`src/design/quad_incremental_pid_assert.svh`:
```
// Assertion macros shared by the quad_incremental_pid RTL.
// Depends on a clock named aclk and an active-low reset named aresetn in scope.
`ifndef QUAD_INCREMENTAL_PID_ASSERT_SVH
`define QUAD_INCREMENTAL_PID_ASSERT_SVH

// Same-cycle implication.
`define QIP_ASSERT_NOW(lbl, ante, cons) \
    lbl: assert property (@(posedge aclk) disable iff (!aresetn) (ante) |-> (cons)) \
        else $error("assertion failed");

// Next-cycle implication.
`define QIP_ASSERT_NEXT(lbl, ante, cons) \
    lbl: assert property (@(posedge aclk) disable iff (!aresetn) (ante) |=> (cons)) \
        else $error("assertion failed");

`endif

```
`src/design/qip_pkg.sv`:
```
// Package for the quad incremental PID speed loop: widths, reset values,
// register indexes and the structs passed between modules. No dependencies.
package qip_pkg;

    localparam int WHEELS         = 4;
    localparam int SPEED_BITS     = 16;
    localparam int GAIN_FRAC_BITS = 8;
    localparam int GAIN_W         = 16;
    localparam int LIMIT_W        = 15;
    localparam int DRIVE_W        = 16;

    localparam int ERR_W  = SPEED_BITS + 1;
    localparam int D1_W   = ERR_W + 1;
    localparam int D2_W   = ERR_W + 2;
    localparam int P_W    = GAIN_W + D2_W;
    localparam int ACC_W  = P_W + 2;
    localparam int INC_W  = ACC_W - GAIN_FRAC_BITS;
    localparam int SUM_W  = INC_W + 1;

    localparam int CFG_IDX_W  = 2;
    localparam int CFG_DATA_W = 16;
    localparam int S_DATA_W   = ((2 * WHEELS * SPEED_BITS + 7) / 8) * 8;
    localparam int M_DATA_W   = ((WHEELS * DRIVE_W + 7) / 8) * 8;

    localparam logic signed [GAIN_W-1:0] GAIN_PROP_RST  = GAIN_W'(256);
    localparam logic signed [GAIN_W-1:0] GAIN_INTEG_RST = '0;
    localparam logic signed [GAIN_W-1:0] GAIN_DERIV_RST = '0;
    localparam logic [LIMIT_W-1:0]       DRIVE_LIMIT_RST = LIMIT_W'(7000);

    typedef enum logic [CFG_IDX_W-1:0] {
        CFG_GAIN_PROP   = 2'd0,
        CFG_GAIN_INTEG  = 2'd1,
        CFG_GAIN_DERIV  = 2'd2,
        CFG_DRIVE_LIMIT = 2'd3
    } cfg_index_t;

    typedef struct packed {
        logic signed [GAIN_W-1:0] kp;
        logic signed [GAIN_W-1:0] ki;
        logic signed [GAIN_W-1:0] kd;
        logic [LIMIT_W-1:0]       limit;
    } pid_cfg_t;

    typedef struct packed {
        logic ld1;
        logic ld2;
        logic ld3;
        logic ldo;
    } stage_ctl_t;

endpackage

```
`src/design/qip_ctrl.sv`:
```
// Pipeline control: valid flags per stage, per-stage ready chain and the
// output valid. Depends on qip_pkg and the assertion macro header.
`include "quad_incremental_pid_assert.svh"

module qip_ctrl (
    input  logic                aclk,
    input  logic                aresetn,
    input  logic                s_tvalid,
    output logic                s_tready,
    output logic                m_tvalid,
    input  logic                m_tready,
    output qip_pkg::stage_ctl_t ctl
);

    logic v1_reg, v2_reg, v3_reg, vo_reg;
    logic rdy1, rdy2, rdy3, rdy_out;

    // Each stage moves when it is empty or the next one moves.
    assign rdy_out = !vo_reg || m_tready;
    assign rdy3    = !v3_reg || rdy_out;
    assign rdy2    = !v2_reg || rdy3;
    assign rdy1    = !v1_reg || rdy2;

    assign s_tready = rdy1;
    assign m_tvalid = vo_reg;

    always_comb begin
        ctl.ld1 = s_tvalid && rdy1;
        ctl.ld2 = v1_reg && rdy2;
        ctl.ld3 = v2_reg && rdy3;
        ctl.ldo = v3_reg && rdy_out;
    end

    always_ff @(posedge aclk) begin
        if (!aresetn) begin
            v1_reg <= 1'b0;
            v2_reg <= 1'b0;
            v3_reg <= 1'b0;
            vo_reg <= 1'b0;
        end else begin
            if (rdy1)    v1_reg <= s_tvalid;
            if (rdy2)    v2_reg <= v1_reg;
            if (rdy3)    v3_reg <= v2_reg;
            if (rdy_out) vo_reg <= v3_reg;
        end
    end

    `QIP_ASSERT_NEXT(a_accept_fills_s1, s_tvalid && s_tready, v1_reg)
    `QIP_ASSERT_NEXT(a_s3_holds_on_stall, v3_reg && !rdy_out, v3_reg && vo_reg)
    `QIP_ASSERT_NOW(a_out_from_s3, $rose(vo_reg), $past(v3_reg))

endmodule

```
`config.mk`:
```
export PLATFORM = sky130hd
export DESIGN_NAME = qip_ctrl
export DESIGN_NICKNAME = d
export VERILOG_FILES = /design/src/design/qip_pkg.sv /design/src/design/qip_ctrl.sv
export VERILOG_INCLUDE_DIRS = /design/src /design/src/design
export SDC_FILE = /design/constraint.sdc
export NUM_CORES = 1
export LEC_CHECK = 0
export ABC_AREA = 1
export ABC_CLOCK_PERIOD_IN_PS = 1800
export BUFFER_PORTS_ARGS = -buffer_cell sky130_fd_sc_hd__clkbuf_2
export CORE_AREA = 4 4 41 43
export CTS_CLUSTER_SIZE = 40
export DETAILED_ROUTE_END_ITERATION = 10
export DIE_AREA = 0 0 45 47
export PLACE_DENSITY = 0.35
export SLEW_MARGIN = 20
export SYNTH_ARGS = -nofsm -noshare
export SYNTH_HDL_FRONTEND = slang
export SYNTH_SLANG_ARGS = --single-unit
```
`constraint.sdc`:
```
create_clock -name aclk -period 1.8 [get_ports aclk]
set_clock_uncertainty 0.1 [all_clocks]
set_input_delay 0.27 -clock aclk [delete_from_list [all_inputs] [get_ports aclk]]
set_output_delay 0.27 -clock aclk [all_outputs]
set_load 0.005 [all_outputs]
```
Yosys cells after proc, flatten, opt, wreduce, memory -nomap -nowiden:

Index checks and enable logic that the tools add are counted.

* reduce and logical (&&, ||, !) cells: 12

Operators with widths (number)
* $logic_and A1 B1 Y1: 4
* $logic_not A1 Y1: 4
* $logic_or A1 B1 Y1: 4

* register bits after elaboration: 4
* input bits: 4
* output and inout port bits: 6

Logic depth before layout (Yosys ltp):

* word-level depth: 6
* gate-level depth with buffers: 5
* depth with buffers taken out: 5

Worst setup path after synthesis:

No wires, ideal clock.

* path kind: flip-flop to output port
* start: register vo_reg (netlist: m_tvalid)
* end: output port ctl[3] in the netlist's numbering
* cell stages (with the launch flop): 6
* buffers on the path: 0
* arrival time: 0.742 ns
* slack: 0.688 ns
* cells stage by stage: dfxtp_1 -> inv_1 -> nor2_4 -> nand4_4 -> inv_1 -> nor2_1

RTL lines
* from (decl): RTL line qip_ctrl.sv:15 `logic v1_reg, v2_reg, v3_reg, vo_reg;`
* from (signal assigned): RTL line qip_ctrl.sv:44 `if (rdy_out) vo_reg <= v3_reg;`
* to (decl): RTL line qip_ctrl.sv:12 `output qip_pkg::stage_ctl_t ctl`

==> impl_results.md <==
- Outcome: completed
- Syn Std Cell Area: 198 um2
- Global-route wire length before repair: 752 um
- Row cnt: 13
- Pins Over Slew Limit: 0
- Hold Path Class: primary input to flip-flop
- Count of final setup violators: 0
- Clk slew on worst S/H paths: 0.04 ns
- Setup ws final: 0.333 ns
- Nets: 43
- Initial Utilization: 0.152
- CP startpoint kind: flip-flop
- CP startpoint: m_tvalid
- Final hold viol count: 0
- Post-route ant nets: 0
- Ports: 10
- Placer congestion estimate: 0.615
- Worst Setup End Kind: primary output
- CTS HTree Levels: 1
- Worst Reg2Reg Path Length in Cells: 5
- Post-DP HPWL: 346 um
- Vias per cell: 3.44
- # port buffers: 9
- Routed vias: 179
- First-pass detailed-route iteration total: 3
- CTS max path bufs: 2
- Total Wirelength: 423 um
- Worst VDD drop: 176 uV
- Initial antenna violation count: 0
- Setup TNS: 0 ns
- Tot Pwr: 229 uW
- Core Area: 1300 um2
- Crit path max fanout: 5
- Worst-Skew Late Latency: 0.24 ns
- WS Path Type: flip-flop to primary output
- Synthesized area per cell: 7.91 um2
- Post-layout min period: 1.47 ns
- GR Util All Layers: 0.0576
- Syn nets: 29
- Chip height: 47 um
- Num CTS Buffers: 3
- Total congestion overflow: 0
- Pre-CTS setup slack: 0.556 ns
- CP required: 1.43 ns
- DRT iter0 DRCs: 2
- FF+latch count, synth: 4
- Commonest cells after routing, fill and taps aside: 9 x clkbuf_2, 8 x inv_1, 4 x nor2_1, 4 x dfxtp_1
- Routed len/inst: 8.13 um
- Reg-to-Reg Start: m_tvalid
- CTS root buf: clkbuf_4
- Worst r2r dst: v3_reg
- Layout cells sized above 1: 0.432
- Worst Setup EP: ctl[3]
- Antenna diodes: 0
- Vias in the first global route: 178
- Yosys warns: 0
- Worst slew pin tran: 0.223 ns
- Fmax: 682 MHz
- Most common cell after layout, fill and taps aside: clkbuf_2
- R2R Setup Slk: 0.82 ns
- Sequential-to-total area share from yosys stat: 0.405
- Finished Layout Cells: 52
- Data arrival time of the worst path: 1.10 ns
- Synth unique cells: 9
- Placed cells: 49
- PwrDens: 805 nW/um2
- Setup bufs post-CTS: 0
- DRC violations left: 0
- Die ar.: 2120 um2
- Cts repair resizes: 0
- Max-slew headroom: 0.851
- Tcrit/Tclk final: 0.815
- Hold Buf Count CTS: 0
- Synthesized netlist cell count: 25
- TritonCTS clock tree: built
- Clk sinks: 4
- Area delta synth->final: 43.7%
- P_leak: 0.000159 uW
- Die width: 45 um
- Unrepaired setup endpoints after global routing: no
- Max Cap Violations: 0
- Largest net degree at the start of global routing: 6
-- report_power, final --
part | internal [uW] | switching, uW
clock network | 74.7 | 39.1
logic | 8.58 | 9.58
registers | 92.5 | 4.19
-- worst min-delay path by stage --
| stage | start | endpoint | slack, ns | cells past startpoint |
|---|---|---|---|---|
| final | s_tvalid | v1_reg | 0.18 | 3 |
| after detailed placement | v1_reg | v2_reg | 0.40 | 2 |
| after CTS | s_tvalid | v1_reg | 0.17 | 3 |
| after floorplan | s_tvalid | v1_reg | 0.33 | 2 |
| after global placement | v1_reg | v2_reg | 0.39 | 2 |
| after global routing | s_tvalid | v1_reg | 0.20 | 3 |
-- kinds of logic after synthesis --
group           share of synthesized area
buf+inv                             0.152
flops                               0.405
compound gates                     0.0949
simple gates                        0.348
-- cells in the mapped netlist, drive strengths merged --
cell / number / area share
a21oi: 3 / 0.095
dfxtp: 4 / 0.41
inv: 8 / 0.15
nand2: 3 / 0.057
nand3: 1 / 0.051
nand4: 1 / 0.11
nor2: 5 / 0.13
-- through the flow --
stage	area, um2	hold WS (ns)	utilization
after global routing	284	0.200	0.218
after floorplan	198	0.334	-
after detailed placement	262	0.403	0.201
after global placement	262	0.392	0.201
final	284	0.182	0.218
after CTS	284	0.171	0.218
-- worst max-delay path, cell delays in order (launching register included) --
cell	delay, ns
dfxtp_1	0.32
inv_1	0.06
nor2_4	0.15
nand4_4	0.11
inv_1	0.07
nor2_1	0.04
clkbuf_2	0.10
-- routing by layer --
metal / global-route usage / vias up / wire length (um)
li1: - / 97 / -
met1: 0.0567 / 70 / 187
met2: 0.0621 / 12 / 151
met3: 0.0421 / 0 / 83
met4: 0.0877 / 0 / 0
met5: 0 / - / 0
-- final cells by class --
type	instances	area, um2
inverters	8	30.0
well taps	15	18.8
repair buffers	9	45.0
clock buffers	3	22.5
multi-input cells	13	87.6
fillers	165	1020
flip-flops and latches	4	80.1
(Power assumes the default switching activity.)
