===== src/design/quad_incremental_pid_assert.svh =====
// Assertion macros shared by the quad_incremental_pid RTL.
// Depends on a clock named aclk and an active-low reset named aresetn in scope.
`ifndef QUAD_INCREMENTAL_PID_ASSERT_SVH
`define QUAD_INCREMENTAL_PID_ASSERT_SVH

// Same-cycle implication.
`define QIP_ASSERT_NOW(lbl, ante, cons) \
    lbl: assert property (@(posedge aclk) disable iff (!aresetn) (ante) |-> (cons)) \
        else $error("assertion failed");

// Next-cycle implication.
`define QIP_ASSERT_NEXT(lbl, ante, cons) \
    lbl: assert property (@(posedge aclk) disable iff (!aresetn) (ante) |=> (cons)) \
        else $error("assertion failed");

`endif


===== src/design/qip_pkg.sv =====
// Package for the quad incremental PID speed loop: widths, reset values,
// register indexes and the structs passed between modules. No dependencies.
package qip_pkg;

    localparam int WHEELS         = 4;
    localparam int SPEED_BITS     = 16;
    localparam int GAIN_FRAC_BITS = 8;
    localparam int GAIN_W         = 16;
    localparam int LIMIT_W        = 15;
    localparam int DRIVE_W        = 16;

    localparam int ERR_W  = SPEED_BITS + 1;
    localparam int D1_W   = ERR_W + 1;
    localparam int D2_W   = ERR_W + 2;
    localparam int P_W    = GAIN_W + D2_W;
    localparam int ACC_W  = P_W + 2;
    localparam int INC_W  = ACC_W - GAIN_FRAC_BITS;
    localparam int SUM_W  = INC_W + 1;

    localparam int CFG_IDX_W  = 2;
    localparam int CFG_DATA_W = 16;
    localparam int S_DATA_W   = ((2 * WHEELS * SPEED_BITS + 7) / 8) * 8;
    localparam int M_DATA_W   = ((WHEELS * DRIVE_W + 7) / 8) * 8;

    localparam logic signed [GAIN_W-1:0] GAIN_PROP_RST  = GAIN_W'(256);
    localparam logic signed [GAIN_W-1:0] GAIN_INTEG_RST = '0;
    localparam logic signed [GAIN_W-1:0] GAIN_DERIV_RST = '0;
    localparam logic [LIMIT_W-1:0]       DRIVE_LIMIT_RST = LIMIT_W'(7000);

    typedef enum logic [CFG_IDX_W-1:0] {
        CFG_GAIN_PROP   = 2'd0,
        CFG_GAIN_INTEG  = 2'd1,
        CFG_GAIN_DERIV  = 2'd2,
        CFG_DRIVE_LIMIT = 2'd3
    } cfg_index_t;

    typedef struct packed {
        logic signed [GAIN_W-1:0] kp;
        logic signed [GAIN_W-1:0] ki;
        logic signed [GAIN_W-1:0] kd;
        logic [LIMIT_W-1:0]       limit;
    } pid_cfg_t;

    typedef struct packed {
        logic ld1;
        logic ld2;
        logic ld3;
        logic ldo;
    } stage_ctl_t;

endpackage


===== src/design/qip_lane.sv =====
// One wheel lane: error history, three gain products, truncating scale and
// the saturating drive accumulator. Depends on qip_pkg and the stage controls.
module qip_lane (
    input  logic                                   aclk,
    input  logic                                   aresetn,
    input  qip_pkg::pid_cfg_t                      cfg,
    input  qip_pkg::stage_ctl_t                    ctl,
    input  logic signed [qip_pkg::SPEED_BITS-1:0]  target,
    input  logic signed [qip_pkg::SPEED_BITS-1:0]  measured,
    output logic signed [qip_pkg::DRIVE_W-1:0]     drive
);

    localparam int ERR_W = qip_pkg::ERR_W;
    localparam int D1_W  = qip_pkg::D1_W;
    localparam int D2_W  = qip_pkg::D2_W;
    localparam int P_W   = qip_pkg::P_W;
    localparam int ACC_W = qip_pkg::ACC_W;
    localparam int INC_W = qip_pkg::INC_W;
    localparam int SUM_W = qip_pkg::SUM_W;
    localparam logic signed [ACC_W-1:0] FRAC_MASK =
        ACC_W'((64'd1 << qip_pkg::GAIN_FRAC_BITS) - 64'd1);

    logic signed [ERR_W-1:0] e0_reg, e1_reg;
    logic signed [ERR_W-1:0] err_next;
    logic                    en_next;

    logic signed [ERR_W-1:0] e_s1_reg;
    logic signed [D1_W-1:0]  d1_s1_reg, d1_next;
    logic signed [D2_W-1:0]  d2_s1_reg, d2_next;
    logic                    en_s1_reg;

    logic signed [P_W-1:0]   pp_s2_reg, pi_s2_reg, pd_s2_reg;
    logic signed [P_W-1:0]   pp_next, pi_next, pd_next;
    logic                    en_s2_reg;

    logic signed [ACC_W-1:0] acc;
    logic signed [ACC_W-1:0] bias;
    logic signed [INC_W-1:0] inc_s3_reg, inc_next;
    logic                    en_s3_reg;

    logic signed [SUM_W-1:0] sum;
    logic signed [SUM_W-1:0] lim;
    logic signed [qip_pkg::DRIVE_W-1:0] drive_reg, drive_next;

    assign err_next = ERR_W'(target) - ERR_W'(measured);
    assign en_next  = (target != '0);
    assign d1_next  = D1_W'(err_next) - D1_W'(e0_reg);
    assign d2_next  = D2_W'(err_next) - (D2_W'(e0_reg) <<< 1) + D2_W'(e1_reg);

    always_ff @(posedge aclk) begin
        if (!aresetn) begin
            e0_reg <= '0;
            e1_reg <= '0;
        end else if (ctl.ld1 && en_next) begin
            e1_reg <= e0_reg;
            e0_reg <= err_next;
        end
    end

    always_ff @(posedge aclk) begin
        if (ctl.ld1) begin
            e_s1_reg  <= err_next;
            d1_s1_reg <= d1_next;
            d2_s1_reg <= d2_next;
            en_s1_reg <= en_next;
        end
    end

    assign pp_next = P_W'(cfg.kp) * P_W'(d1_s1_reg);
    assign pi_next = P_W'(cfg.ki) * P_W'(e_s1_reg);
    assign pd_next = P_W'(cfg.kd) * P_W'(d2_s1_reg);

    always_ff @(posedge aclk) begin
        if (ctl.ld2) begin
            pp_s2_reg <= pp_next;
            pi_s2_reg <= pi_next;
            pd_s2_reg <= pd_next;
            en_s2_reg <= en_s1_reg;
        end
    end

    // Bias negative sums so the shift truncates toward zero.
    assign acc      = ACC_W'(pp_s2_reg) + ACC_W'(pi_s2_reg) + ACC_W'(pd_s2_reg);
    assign bias     = acc[ACC_W-1] ? FRAC_MASK : '0;
    assign inc_next = INC_W'((acc + bias) >>> qip_pkg::GAIN_FRAC_BITS);

    always_ff @(posedge aclk) begin
        if (ctl.ld3) begin
            inc_s3_reg <= inc_next;
            en_s3_reg  <= en_s2_reg;
        end
    end

    assign sum = SUM_W'(drive_reg) + SUM_W'(inc_s3_reg);
    assign lim = SUM_W'({1'b0, cfg.limit});

    always_comb begin
        drive_next = '0;
        if (en_s3_reg) begin
            priority if (sum > lim) begin
                drive_next = qip_pkg::DRIVE_W'(lim);
            end else if (sum < -lim) begin
                drive_next = qip_pkg::DRIVE_W'(-lim);
            end else begin
                drive_next = qip_pkg::DRIVE_W'(sum);
            end
        end
    end

    always_ff @(posedge aclk) begin
        if (!aresetn) begin
            drive_reg <= '0;
        end else if (ctl.ldo) begin
            drive_reg <= drive_next;
        end
    end

    assign drive = drive_reg;

endmodule


===== config.mk =====
export PLATFORM = sky130hd
export DESIGN_NAME = qip_lane
export DESIGN_NICKNAME = d
export VERILOG_FILES = /design/src/design/quad_incremental_pid_assert.svh /design/src/design/qip_pkg.sv /design/src/design/qip_lane.sv
export SDC_FILE = /design/constraint.sdc
export NUM_CORES = 2
export LEC_CHECK = 0
export ABC_AREA = 1
export ABC_CLOCK_PERIOD_IN_PS = 7800
export BUFFER_PORTS_ARGS = -buffer_cell sky130_fd_sc_hd__buf_4
export CAP_MARGIN = 20
export CORE_MARGIN = 2
export CORE_UTILIZATION = 35
export CTS_BUF_LIST = sky130_fd_sc_hd__clkbuf_8
export DETAILED_ROUTE_END_ITERATION = 12
export GPL_TIMING_DRIVEN = 0
export HOLD_SLACK_MARGIN = 0.06
export MAX_ROUTING_LAYER = met4
export SLEW_MARGIN = 20
export SYNTH_ARGS = -nofsm -noshare
export SYNTH_HDL_FRONTEND = slang
export SYNTH_SLANG_ARGS = --single-unit

===== constraint.sdc =====
create_clock -name aclk -period 7.8 [get_ports aclk]
set_clock_uncertainty 0.05 [all_clocks]
set_input_delay 0 -clock aclk [delete_from_list [all_inputs] [get_ports aclk]]
set_output_delay 0 -clock aclk [all_outputs]
set_load 0.05 [all_outputs]

[Word level (Yosys, flattened, before mapping)]
Cells that the tools add are included.
Cells by class
  add/sub/neg operators: 9
  $mul: 3
  order comparisons: 2
  multiplexer cells: 4
  reductions and logical operators: 2
Operator list (number)
  $mux 16: 3
  $add 37x9->37: 1
  $add 35x35->36: 1
  $add 34x33->35: 1
  $mul 16x19->35: 1
  $mul 16x18->34: 1
  $mul 16x17->33: 1
  $add 16x29->30: 1
  $gt 30x16->1: 1
  $lt 30x30->1: 1
  $neg 15->30: 1
  $add 19x17->19: 1
  $sub 17x18->19: 1
  $sub 17x17->18: 1
  $sub 16x16->17: 1
  $reduce_bool 16->1: 1
  $mux 8: 1
  $logic_and 1x1->1: 1
Storage, ports and cells
  bits in registers: 238
  output and inout bits: 16
  word-level logic and storage cells: 33

[Depth between registers and ports, before layout]
  word-level depth: 5
  mapped depth: 32
  depth with buffers taken out: 31

[Worst setup path before layout]
Ideal clock, no wire load.
  path type: reg2reg
  from: register d1_s1_reg[7]
  to: register pp_s2_reg[31] (data pin)
  library setup time: 264 ps
  data arrival time: 5578 ps
  data required time: 7486 ps
  setup slack: 1909 ps
  stages on the path, launching flop included: 24
  path buffers: 2
  clock period less this slack: 5891 ps
  cells stage by stage: edfxtp_1 > clkbuf_1 > clkbuf_1 > nand2_1 > fa_1 > inv_1 > fa_1 > inv_1 > fa_1 > inv_1 > fa_1 > fa_1 > inv_1 > fa_1 > inv_1 > ha_1 > nand2_1 > nor4_1 > nand3_1 > nand3_1 > nand2_1 > o211ai_1 > a31oi_1 > xor2_1
Between the ends
  cells in the longest elaborated chain, start to end: 1
RTL lines
  from (decl): line qip_lane.sv:28  | logic signed [D1_W-1:0] d1_s1_reg, d1_next;
  from (signal assigned): line qip_lane.sv:63  | d1_s1_reg <= d1_next;
  $mul 16x18->34: line qip_lane.sv:69  | assign pp_next = P_W'(cfg.kp) * P_W'(d1_s1_reg);
  net pp_next[31]: line qip_lane.sv:33  | logic signed [P_W-1:0] pp_next, pi_next, pd_next;
  to (signal assigned): line qip_lane.sv:75  | pp_s2_reg <= pp_next;
  to (decl): line qip_lane.sv:32  | logic signed [P_W-1:0] pp_s2_reg, pi_s2_reg, pd_s2_reg;
The timed path passes the listed nets, and every way through them passes these cells.
A chain may end at the register's enable or synchronous reset.

[Worst setup path after layout]
  from: register e_s1_reg[10]
  to: register pi_s2_reg[26] (data pin)
Between the ends
  cells in the longest elaborated chain, start to end: 1
RTL lines
  from (decl): line qip_lane.sv:27  | logic signed [ERR_W-1:0] e_s1_reg;
  from (signal assigned): line qip_lane.sv:62  | e_s1_reg <= err_next;
  $mul 16x17->33: line qip_lane.sv:70  | assign pi_next = P_W'(cfg.ki) * P_W'(e_s1_reg);
  net pi_next[26]: line qip_lane.sv:33
  to (signal assigned): line qip_lane.sv:76  | pi_s2_reg <= pi_next;
  to (decl): line qip_lane.sv:32
The timed path passes the listed nets, and every way through them passes these cells.

==> flow_summary_export.csv <==
group,metric,value,unit
outcome,outcome,"complete, no violations",
worst_hold_path,hp-start,"measured[12]",
cts,ctsResizeCount,0,
sta,period_needed,7.52,ns
sta,period_share,96.4,%
drt,viasPerCell,4.75,
floorplan,ios,117,
floorplan,die_y,387,um
yosys,synth-seq-cells,238,
global_routing,grt_max_degree,104,
yosys,yosysSeqAreaShare,13.0,%
cts,postCtsHoldBufs,59,
drt,dr.first_iter.drc_count,2733,
yosys,synth_area_per_cell,8.00,um2
worst_hold_path,hp-class,"input port to flop",
setup_path,timing.reg2reg.setup_slack,0.28,ns
global_routing,grt_util_all_layers,20.6,%
placement,port_buffers,70,
setup_path,reg2reg_to,"pi_s2_reg[26]",
drt,ant_nets,0,
floorplan,start_util,35.2,%
sta,slew_violations,0,
yosys,ys_types,53,
setup_path,crit_required,8.11,ns
yosys,synth-async-reset-ratio,0,%
setup_path,critPathLaunchType,"flop",
yosys,synthCells,6410,
yosys,synth_area,51300,um2
setup_path,critical_path_class,"flop to flop",
yosys,ys_warn_count,0,
drt,first_pass_iters,6,
cts,clk_latency,0.65,ns
placement,place.gp.congestion,0.967,
floorplan,coreArea,146000,um2
global_routing,antenna_found_initial,12,
cts,clock-root-buffer,"clkbuf_8",
yosys,synth_edf_count,188,
final_layout,layout_common_cells,"inv_1 (1763), nand2_1 (1503), fa_1 (926), ha_1 (424), nor2_1 (293)",
drt,drcViolationCount,0,
cts,cts_buffers,42,
cts,post_cts_buffers,0,
global_routing,grt-ovfl-total,0,
cts,cts_buffer_depth,3,
cts,clock-sinks,238,
worst_hold_path,hold_end,"e_s1_reg[12]",
drt,vias,40556,
floorplan,num_rows,140,
placement,dpl.hpwl,127000,um
setup_path,r2r_cells,18,
cts,path_clk_slew,0.07,ns
setup_path,reg2reg_from,"e_s1_reg[10]",
sta,slew_headroom,32.7,%
final_layout,final_nets,8034,
final_layout,syn_to_final_growth,8.74,%
yosys,syn-num-nets,7861,
drt,wl,148000,um
sta,clock.fmax,0.133,GHz
setup_path,crit_fanout,10,
sta,rsz0062_at_grt,"false",
sta,setup_viol,0,
floorplan,fp.dieW,387,um
final_layout,final_common_cell,"inv_1",
sta,setup_tns,0,ns
global_routing,grt_pass1_wl,236000,um
yosys,synthFlopType,"edfxtp_1",
flow_run,max-cap-violations,0,
final_layout,largest_reg_flops,35,
drt,wire_per_inst,17.3,um
cts,htree_levels,2,
sta,hold_viol_final,0,
floorplan,design.die.area,150000,um2
sta,worst_pin_slew,1.01,ns
cts,cts_tree,"yes",
setup_path,cp.arrival,7.83,ns
setup_path,critPathCaptureType,"flop",
worst_hold_path,hold_depth,4,
global_routing,grt_pass1_vias,42295,
final_layout,drive_gt1_share,2.99,%
-- cells by family (layout without fill, tap and decap cells) --
family                     Yosys count  count (layout)  synth area share, %
DFF                                238             238                 13.0
xor gates and xnor gates           226             226                 3.96
adders and majority gates         1350            1350                 46.5
buffers and inverters             1960            2167                 14.4
AOI/OAI and AO/OA                  529             529                 5.61
other                                0               9                    0
and+or+nand+nor                   2107            2107                 16.6
-- cell usage after synthesis, types with 10 or more instances --
| cell | count | area share [%] |
|---|---|---|
| inv_1 | 1753 | 13 |
| nand2_1 | 1503 | 11 |
| fa_1 | 926 | 36 |
| ha_1 | 424 | 10 |
| nor2_1 | 293 | 2.1 |
| a21oi_1 | 288 | 2.8 |
| clkbuf_1 | 199 | 1.5 |
| edfxtp_1 | 188 | 11 |
| nand3_1 | 156 | 1.5 |
| xor2_1 | 156 | 2.7 |
| o21ai_0 | 148 | 1.4 |
| xnor2_1 | 63 | 1.1 |
| dfxtp_1 | 50 | 2.0 |
| nand4_1 | 45 | 0.55 |
| nor3_1 | 36 | 0.35 |
| or2_2 | 24 | 0.29 |
| a21boi_0 | 16 | 0.23 |
| o21bai_1 | 11 | 0.16 |
| o21a_1 | 10 | 0.15 |
-- how the worst max path moves through the flow --
| stage | start | end | slack (ns) |
|---|---|---|---|
| after detailed placement | e_s1_reg[10] | pi_s2_reg[26] | 0.43 |
| after floorplan | d1_s1_reg[7] | pp_s2_reg[31] | 1.91 |
| final | e_s1_reg[10] | pi_s2_reg[26] | 0.28 |
| after CTS | e_s1_reg[10] | pi_s2_reg[26] | 0.38 |
| after global placement | e_s1_reg[10] | pi_s2_reg[26] | 0.44 |
| after global routing | e_s1_reg[10] | pi_s2_reg[26] | 0.01 |
-- cell type report --
| type | count | area (um2) |
|---|---|---|
| tap | 1917 | 2400 |
| multi-input combinational | 4212 | 37300 |
| timing repair buffer | 129 | 1120 |
| clock inverter | 36 | 358 |
| antenna | 9 | 22.5 |
| sequential | 238 | 6650 |
| buffer | 205 | 779 |
| fill | 15028 | 89800 |
| clock buffer | 42 | 578 |
| inverter | 1755 | 6590 |
-- critical path, cell delays in order, from the launching register on --
cell	delay, ns
edfxtp_1	0.46
clkbuf_1	0.48
clkbuf_1	0.59
nand2_1	0.20
fa_1	0.53
fa_1	0.58
fa_1	0.45
fa_1	0.54
inv_1	0.05
fa_1	0.51
fa_1	0.44
ha_1	0.38
a21oi_1	0.16
a21boi_0	0.63
o21ai_0	0.25
a21boi_0	0.43
o21bai_1	0.19
a21oi_1	0.20
xnor2_1	0.10
-- metrics by stage --
step	cell area [um2]	instances	hold WS, ns	setup WS [ns]	util (%)
5_1_grt	55800	8539	0.0913	0.0149	38.3
3_3_place_gp	54200	8397	0.295	0.441	37.2
2_1_floorplan	51300	6410	0.0625	1.91	-
6_report	55800	8543	0.0958	0.281	38.3
3_5_place_dp	54200	8397	0.296	0.432	37.2
4_1_cts	55700	8534	0.0688	0.376	38.3
-- routing by layer --
metal / track usage (%) / wire, um / vias to the layer above
met3: 2.54 / 8320 / 189
met1: 26.6 / 64300 / 19989
li1: - / - / 19291
met4: 5.25 / 4130 / 0
met2: 34.4 / 71200 / 1087
met5: - / 0 / -
Power is not shown: default switching activity piles up to over one toggle a cycle in this logic, so the estimate is an artifact.
